<file path="config.mk">
export PLATFORM = sky130hd
export DESIGN_NAME = xmodem_crc_frame_receiver
export DESIGN_NICKNAME = d
export VERILOG_FILES = /design/src/xcrc_pkg.sv /design/src/xcrc_frame_ctrl.sv /design/src/xmodem_crc_frame_receiver.sv
export SDC_FILE = /design/constraint.sdc
export NUM_CORES = 1
export LEC_CHECK = 0
export CORE_MARGIN = 1
export CORE_UTILIZATION = 55
export DETAILED_ROUTE_END_ITERATION = 8
export DONT_BUFFER_PORTS = 1
export PLACE_DENSITY_LB_ADDON = 0.15
export SLEW_MARGIN = 20
export SYNTH_ARGS = -nofsm -noshare
export SYNTH_HDL_FRONTEND = slang
export SYNTH_SLANG_ARGS = --single-unit
</file>
<file path="constraint.sdc">
create_clock -name aclk -period 4.5 [get_ports aclk]
set_input_delay 1.125 -clock aclk [delete_from_list [all_inputs] [get_ports aclk]]
set_output_delay 1.125 -clock aclk [all_outputs]
set_load 0.1 [all_outputs]
</file>
<file path="src/xcrc_pkg.sv">
// Shared types, constants and the CRC-16/XMODEM byte update for the receiver.
`default_nettype none
package xcrc_pkg;

    localparam int PAYLOAD_BYTES = 128;
    localparam int IMAGE_BYTES   = 262144;
    localparam int FRAME_BYTES   = 3 + PAYLOAD_BYTES + 2;
    localparam int PAY_FIRST     = 3;
    localparam int CRC_HIGH_POS  = 3 + PAYLOAD_BYTES;

    localparam logic [7:0]  BYTE_EOT = 8'h04;
    localparam logic [15:0] CRC_POLY = 16'h1021;

    typedef enum logic [2:0] {
        KIND_NONE    = 3'd0,
        KIND_PAYLOAD = 3'd1,
        KIND_ACK     = 3'd2,
        KIND_NAK     = 3'd3,
        KIND_CAN     = 3'd4
    } kind_t;

    typedef struct packed {
        kind_t       kind;
        logic [7:0]  payload_byte;
        logic [17:0] image_offset;
        logic        transfer_done;
    } result_t;

    function automatic logic [15:0] crc_byte(input logic [15:0] crc, input logic [7:0] b);
        logic [15:0] c;
        int k;
        c = crc ^ {b, 8'h00};
        for (k = 0; k < 8; k++) begin
            c = c[15] ? ((c << 1) ^ CRC_POLY) : (c << 1);
        end
        return c;
    endfunction

endpackage
`default_nettype wire

</file>
<file path="src/xcrc_frame_ctrl.sv">
// Frame state, CRC accumulation and the per-word result decision.
`default_nettype none
module xcrc_frame_ctrl (
    input  wire logic             aclk,
    input  wire logic             aresetn,
    input  wire logic             step,
    input  wire logic [7:0]       rx_byte,
    input  wire logic             frame_end,
    output xcrc_pkg::result_t     result
);

    logic [15:0] crc_reg, crc_next;
    logic [7:0]  pos_reg, pos_next;
    logic [18:0] acc_reg, acc_next;
    logic [7:0]  first_reg, first_next;
    logic [7:0]  crch_reg, crch_next;
    logic        fin_reg, fin_next;

    logic        image_full;
    logic        in_payload;
    logic [15:0] crc_got;
    logic [6:0]  pay_index;

    assign image_full = ({1'b0, acc_reg} + 20'(xcrc_pkg::PAYLOAD_BYTES))
                        > 20'(xcrc_pkg::IMAGE_BYTES);
    assign in_payload = (pos_reg >= 8'(xcrc_pkg::PAY_FIRST))
                        && (pos_reg < 8'(xcrc_pkg::CRC_HIGH_POS));
    assign pay_index  = 7'(pos_reg - 8'(xcrc_pkg::PAY_FIRST));

    always_comb begin
        crc_next   = crc_reg;
        pos_next   = pos_reg;
        acc_next   = acc_reg;
        first_next = (pos_reg == 8'd0) ? rx_byte : first_reg;
        crch_next  = (pos_reg == 8'(xcrc_pkg::CRC_HIGH_POS)) ? rx_byte : crch_reg;
        fin_next   = fin_reg;
        crc_got    = {crch_next, rx_byte};

        result.kind          = xcrc_pkg::KIND_NONE;
        result.payload_byte  = 8'd0;
        result.image_offset  = 18'd0;

        if (fin_reg) begin
            first_next = first_reg;
            crch_next  = crch_reg;
        end else if (frame_end) begin
            if (pos_reg == 8'd0) begin
                if (first_next == xcrc_pkg::BYTE_EOT) begin
                    result.kind = xcrc_pkg::KIND_ACK;
                    fin_next    = 1'b1;
                end else begin
                    result.kind = xcrc_pkg::KIND_NAK;
                end
            end else if (pos_reg == 8'(xcrc_pkg::FRAME_BYTES - 1)) begin
                if (image_full) begin
                    result.kind = xcrc_pkg::KIND_CAN;
                end else if (crc_got == crc_reg) begin
                    result.kind = xcrc_pkg::KIND_ACK;
                    acc_next    = acc_reg + 19'(xcrc_pkg::PAYLOAD_BYTES);
                end else begin
                    result.kind = xcrc_pkg::KIND_NAK;
                end
            end else begin
                result.kind = xcrc_pkg::KIND_NAK;
            end
            pos_next = 8'd0;
            crc_next = 16'd0;
        end else begin
            if (in_payload) begin
                crc_next = xcrc_pkg::crc_byte(crc_reg, rx_byte);
                if (!image_full) begin
                    result.kind         = xcrc_pkg::KIND_PAYLOAD;
                    result.payload_byte = rx_byte;
                    result.image_offset = acc_reg[17:0] + {11'd0, pay_index};
                end
            end
            if (pos_reg != 8'hFF) begin
                pos_next = pos_reg + 8'd1;
            end
        end
        result.transfer_done = fin_next;
    end

    always_ff @(posedge aclk) begin
        if (!aresetn) begin
            crc_reg   <= 16'd0;
            pos_reg   <= 8'd0;
            acc_reg   <= 19'd0;
            first_reg <= 8'd0;
            crch_reg  <= 8'd0;
            fin_reg   <= 1'b0;
        end else if (step) begin
            crc_reg   <= crc_next;
            pos_reg   <= pos_next;
            acc_reg   <= acc_next;
            first_reg <= first_next;
            crch_reg  <= crch_next;
            fin_reg   <= fin_next;
        end
    end

endmodule
`default_nettype wire

</file>
<file path="src/xmodem_crc_frame_receiver.sv">
// A word accepted into the input register has its result word registered into the m_ side register.
// Throughput: one word per cycle while m_ready does not stall; a stalled result holds the input word.
// Each input word gives exactly one result word.
// Reset is synchronous and active low; it clears the frame state, the image
// offset, the transfer-done flag and the valid flags of both register stages.
`default_nettype none
module xmodem_crc_frame_receiver (
    input  wire logic        aclk,
    input  wire logic        aresetn,
    input  wire logic        s_valid,
    output logic             s_ready,
    input  wire logic [7:0]  s_rx_byte,
    input  wire logic        s_frame_end,
    output logic             m_valid,
    input  wire logic        m_ready,
    output logic [2:0]       m_result_kind,
    output logic [7:0]       m_payload_byte,
    output logic [17:0]      m_image_offset,
    output logic             m_transfer_done
);

    logic              in_valid_reg;
    logic [7:0]        in_byte_reg;
    logic              in_end_reg;
    logic              out_valid_reg;
    xcrc_pkg::result_t out_reg;
    xcrc_pkg::result_t res;
    logic              advance;
    logic              step;

    assign advance = !out_valid_reg || m_ready;
    assign step    = in_valid_reg && advance;
    assign s_ready = !in_valid_reg || advance;

    xcrc_frame_ctrl u_ctrl (
        .aclk      (aclk),
        .aresetn   (aresetn),
        .step      (step),
        .rx_byte   (in_byte_reg),
        .frame_end (in_end_reg),
        .result    (res)
    );

    always_ff @(posedge aclk) begin
        if (!aresetn) begin
            in_valid_reg  <= 1'b0;
            out_valid_reg <= 1'b0;
        end else begin
            if (s_ready) begin
                in_valid_reg <= s_valid;
            end
            if (advance) begin
                out_valid_reg <= in_valid_reg;
            end
        end
        if (s_ready && s_valid) begin
            in_byte_reg <= s_rx_byte;
            in_end_reg  <= s_frame_end;
        end
        if (step) begin
            out_reg <= res;
        end
    end

    assign m_valid         = out_valid_reg;
    assign m_result_kind   = 3'(out_reg.kind);
    assign m_payload_byte  = out_reg.payload_byte;
    assign m_image_offset  = out_reg.image_offset;
    assign m_transfer_done = out_reg.transfer_done;

endmodule
`default_nettype wire

</file>
After elaboration in Yosys (flattened, before gate mapping). Cells that the tools add are included.

Add/subtract/negate cells: 5. $lt $le $gt $ge: 3. Equality and inequality tests: 5. Multiplexer cells: 26. Bitwise gates (word level): 13. Reductions and logical operators: 15.

Operator list (count): 13-bit two-way mux (8); 16-bit two-way mux (2); 8-bit two-way mux (4); 29-bit two-way mux (1); 27-bit two-way mux (1); 3-bit NOT (8); 19-bit by 8-bit adder with 20-bit output (second input constant) (1); 20-bit by 19-bit greater-than comparator with 1-bit output (second input constant) (1); 19-bit by 8-bit adder with 19-bit output (second input constant) (1); 18-bit by 7-bit adder with 18-bit output (1); 16-bit equality test (1); 8-bit equality test (second input constant) (2); 16-bit bitwise XOR (1); 3-bit two-way mux (4); 8-bit by 1-bit adder with 8-bit output (second input constant) (1); 8-bit by 3-bit equality test with 1-bit output (second input constant) (1); 8-bit by 2-bit >= comparator with 1-bit output (second input constant) (1); 8-bit logical NOT (1); 8-bit less-than comparator (second input constant) (1); 8-bit != test (second input constant) (1); 7-bit AND reduction (1); 7-bit by 2-bit subtractor with 7-bit output (second input constant) (1); 1-bit two-way mux (6); 3-bit AND reduction (2); 7 further kinds (15).

Flip-flop bits (word level): 101. Bits of input ports: 13. Output and inout bits: 32.

Logic depth before layout (Yosys ltp).
Word-level depth: 19. Gate-level depth with buffers: 11.

Modules after synthesis. A second synthesis with hierarchy kept.

Cells, all modules: 425. Area total of the unflattened synthesis: 4281.6 um2.

By module, submodules not included: xcrc_frame_ctrl (instances 1, cells each 377, area each 3006.6 um2, seq. area each 900.9 um2); xmodem_crc_frame_receiver (instances 1, cells each 48, area each 1275.0 um2, seq. area each 1211.2 um2).

Worst setup path before layout. No wires, ideal clock.

Path kind: input -> register. Start point: in m_ready. End point: reg u_ctrl.crch_reg[4]. Library setup time: 122 ps. Arrival time: 3839 ps. Required time: 4378 ps. Slack: 539 ps. Stages on the path: 6. Path buffers: 0. Cells stage by stage: nor2b_1 > nor2b_1 > nand2b_1 > nor2_1 > mux2i_1 > nor2_1.

Word-level cells in the longest chain between the ends: 3.

RTL lines: from (decl) (RTL line xmodem_crc_frame_receiver.sv:15) `input wire logic m_ready,`; 1-bit logical OR (RTL line xmodem_crc_frame_receiver.sv:31) `assign advance = !out_valid_reg || m_ready;`; 1-bit logical AND (RTL line xmodem_crc_frame_receiver.sv:32) `assign step = in_valid_reg && advance;`; via step (RTL line xmodem_crc_frame_receiver.sv:29) `logic step;`; 2-bit AND reduction (no source line); to (signal assigned) (RTL line xcrc_frame_ctrl.sv:97) `crch_reg <= crch_next;`; to (decl) (RTL line xcrc_frame_ctrl.sv:16) `logic [7:0] crch_reg, crch_next;`.

The timed path passes the listed nets, and every way through them passes these cells. A chain may end at the register's enable or synchronous reset.

Worst setup path in the final report.
Start point: reg u_ctrl.pos_reg[0]. End point: reg u_ctrl.acc_reg[10].

Word-level cells in the longest chain between the ends: 4. Elaborated cells on any way between the ends: 7. Classes of those cells: 3 x eq/ne; 1 x mux; 1 x bitwise; 2 x reduce/logical.

RTL lines: from (decl) (RTL line xcrc_frame_ctrl.sv:13) `logic [7:0] pos_reg, pos_next;`; from (signal assigned) (RTL line xcrc_frame_ctrl.sv:94) `pos_reg <= pos_next;`; 8-bit equality test (RTL line xcrc_frame_ctrl.sv:35) `crch_next = (pos_reg == 8'(xcrc_pkg::CRC_HIGH_POS)) ? rx_byte : crch_reg;`; 8-bit two-way mux (RTL line xcrc_frame_ctrl.sv:35); 16-bit equality test (RTL line xcrc_frame_ctrl.sv:57) `end else if (crc_got == crc_reg) begin`; 7-bit AND reduction (no source line) (*); to (signal assigned) (RTL line xcrc_frame_ctrl.sv:95) `acc_reg <= acc_next;`; to (decl) (RTL line xcrc_frame_ctrl.sv:14) `logic [18:0] acc_reg, acc_next;`.

Every way passes the cells marked *; elsewhere a longest branch is shown, timed or not.

==> flow_summary.ini <==
[finish]
fillers = 649
instances_no_fill = 535
diodes = 0
postLayoutCellArea_um2 = 4631
nets = 448
area_growth_syn_to_layout_pct = 6.965
largest_reg_flops = 18
layout-drive-gt1-share_pct = 6.651

[detailed_routing]
drt_wl_total_um = 8926
wire_per_inst_um = 16.68
firstDrtPassIters = 4
first_iter_violations = 230
vias = 3224
final_antenna_net_count = 0
vias_per_cell = 6.026
drc = 0

[clock_network]
cts_root_buf = clkbuf_8
clock_latency_ns = 0.36
cts.hold.buffers_added = 0
cts_setup_buffers = 0
cts_buffers = 9
cts_tree = built
path_clk_slew_ns = 0.09
clk_path_buf_depth = 2
h-tree-depth = 3
cts.repair.resized = 0
clock-sinks = 86

[yosys]
synth_area_leaders = edfxtp_1 27%, dfxtp_1 22%, xor2_1 4.9%, nor2_1 4.6%, xnor2_1 3.6%
synth_cells = 442
async_flop_share_pct = 0
synthFlopType = dfxtp_1
netlist_area_um2 = 4329
ys_types = 55
synthMuxAreaShare_pct = 2.543
synthSimpleGateAreaFrac_pct = 23.76
synthAdderAreaFrac_pct = 1.156
synth_edf_count = 39
synth_nets = 459
synth_seq_cells = 86
synth-compound-area-share_pct = 11.65
yosys_warnings = 0
synth_area_leader_cell = edfxtp_1
synth_top_family_by_area = simple AND/OR/NAND/NOR gates
avgSynthCellArea_um2 = 9.794
synth.top_cell.area_share_pct = 27.05
synth_xor_xnor_area_share_pct = 8.497
ys_seq_area_share_pct = 48.79

[sta]
hold_violations = 0
period_share_pct = 86.67
timing.fmax_mhz = 256.4
tightest_slew_ns = 0.9392
period_needed_ns = 3.900
rsz0062_at_grt = false
relSlewSlack_pct = 37.32
slew_viol_final = 0
setup_ws_ns = 0.5999
fin_tns_setup_ns = 0
setup-violations-final = 0
finalClockSkew_ns = 0.01096

[worst_hold_path]
worstHoldPathType = flip-flop to flip-flop
min_from = u_ctrl.crch_reg[1]$_SDFFE_PN0P_
min_path_cells = 2

[power_and_ir_drop]
peakVddDrop_mv = 0.3326
pwr_density_cell_nw_per_um2 = 352.1
power.leakage_nw = 1.643

[worst_setup_path]
crit_cells = 8
cpPeakStageDelay_ns = 0.83
cp-startpoint = u_ctrl.pos_reg[0]$_SDFFE_PN0P_
endpoint_kind = flip-flop
worstSetupPathType = flip-flop to flip-flop
r2r_cells = 8
crit_slowest_cell = or4b_1
worstReg2RegStart = u_ctrl.pos_reg[0]$_SDFFE_PN0P_
cp.required_ns = 4.79
path_cells = ha_1 -> nor3b_1 -> nand2_1 -> mux2i_1 -> a2111o_1 -> or4b_1 -> or4_1 -> a21oi_1
crit_family = simple AND/OR/NAND/NOR gates
crit_fanout = 18
cp_num_buf_inv = 0
start_kind = flip-flop
worstPathArrival_ns = 4.19

[floorplanning]
die_w_um = 90.72
core_um2 = 7447
start_util_pct = 58.13
boundaryPins = 45
fp.dieH_um = 90.72
core.rowCount = 31
die_area_um2 = 8230

[placement]
postPlaceCellArea_um2 = 4400
port_buffers = 0
pre_cts_slack_ns = 0.6739
gp_routability_congestion = 0.8602
dpl.cell_count = 519
dpl.hpwl_um = 6167

[run]
maxCapViolations = 0

[status]
status = finished clean

[global_route]
grt_pass1_vias = 3055
overflow = 0
grtUsageTotal_pct = 22.92
antenna_found_initial = 0
grt_pass1_wl_um = 14800
grt_start_max_net_pins = 33
routing by layer:
metal	track usage (%)	wire [µm]	share of wire [%]
met5	0	0	0
met4	13.71	312	3.5
met3	3.283	265	3.0
met2	38.76	4421	50
met1	27.59	3928	44
cell type report:
| type | count | area [µm²] | share of cell area, % |
|---|---|---|---|
| Timing Repair Buffer | 7 | 52.55 | 1.135 |
| Clock buffer | 11 | 131.4 | 2.837 |
| Multi-Input combinational cell | 317 | 2074 | 44.80 |
| Clock inverter | 5 | 98.84 | 2.135 |
| Tap cell | 99 | 123.9 | 2.675 |
| Sequential cell | 86 | 2112 | 45.61 |
| Inverter | 10 | 37.54 | 0.8106 |
path summary, 6_finish.rpt:
| kind | slack [ns] | endpoint |
|---|---|---|
| max reg2reg | 0.60 | u_ctrl.acc_reg[10]$_SDFFE_PN0P_ |
| max | 0.60 | u_ctrl.acc_reg[10]$_SDFFE_PN0P_ |
| min | 0.52 | u_ctrl.crch_reg[1]$_SDFFE_PN0P_ |
| min reg2reg | 0.52 | u_ctrl.crch_reg[1]$_SDFFE_PN0P_ |
cells in the final DEF (no fill, tap or decap), types with 8 or more instances in the layout:
| cell type | instances |
|---|---|
| a22oi_1 | 13 |
| xnor2_1 | 18 |
| nor3_1 | 10 |
| or4_1 | 8 |
| inv_1 | 10 |
| nand3_1 | 13 |
| and2_1 | 21 |
| a21oi_1 | 22 |
| nor2b_1 | 10 |
| nand2_1 | 22 |
| nor2_1 | 53 |
| xor2_1 | 24 |
| dfxtp_1 | 47 |
| edfxtp_1 | 39 |
| clkbuf_8 | 9 |
| mux2i_1 | 11 |
worst min-delay path, delay by kind of cell (launching register included):
kind / cells / cell delay [ns]
flip-flops: 1 / 0.35
multiplexers: 1 / 0.07
AND/OR/NAND/NOR: 1 / 0.07
cell usage after synthesis (2+ instances only):
cell	count
nor2b_1	11
o21ai_0	7
buf_2	2
nand2_1	22
nand3_1	13
or3_1	4
and3_1	5
o31ai_1	7
inv_1	10
nor3_1	11
or4b_1	7
buf_1	2
o221ai_1	2
a21o_1	2
xor2_1	24
nor3b_1	2
clkbuf_1	24
o41ai_1	5
nor4_1	6
nor4b_1	2
dfxtp_1	47
nor2_1	53
nand4_1	5
xnor2_1	18
a2111oi_0	3
edfxtp_1	39
ha_1	4
and4_1	3
mux2i_1	11
and2_1	21
a211oi_1	2
a21oi_1	22
or4_1	8
nand2b_1	5
a22oi_1	13
where the power goes:
part	leakage, nW	internal, mW	switching, mW
Clock	0.115	0.367	0.266
Combinational	0.779	0.0211	0.0460
Sequential	0.749	0.834	0.0964
through the flow:
step                power [mW]  hold slack [ns]  utilization, %
detailed placement       1.016           0.4889           59.09
finish                   1.630           0.5211           62.18
global route             1.680           0.5632           62.18
global placement         1.014           0.4788           59.09
CTS                      1.641           0.5294           62.18
floorplan               0.9955           0.4604               -
cells by family after synthesis:
group | count (synthesis)
compound gates | 74
xor+xnor | 42
fa+ha+maj | 4
buf+inv | 39
flops | 86
mux | 11
simple gates | 186
Power figures use the tool's default switching activity.
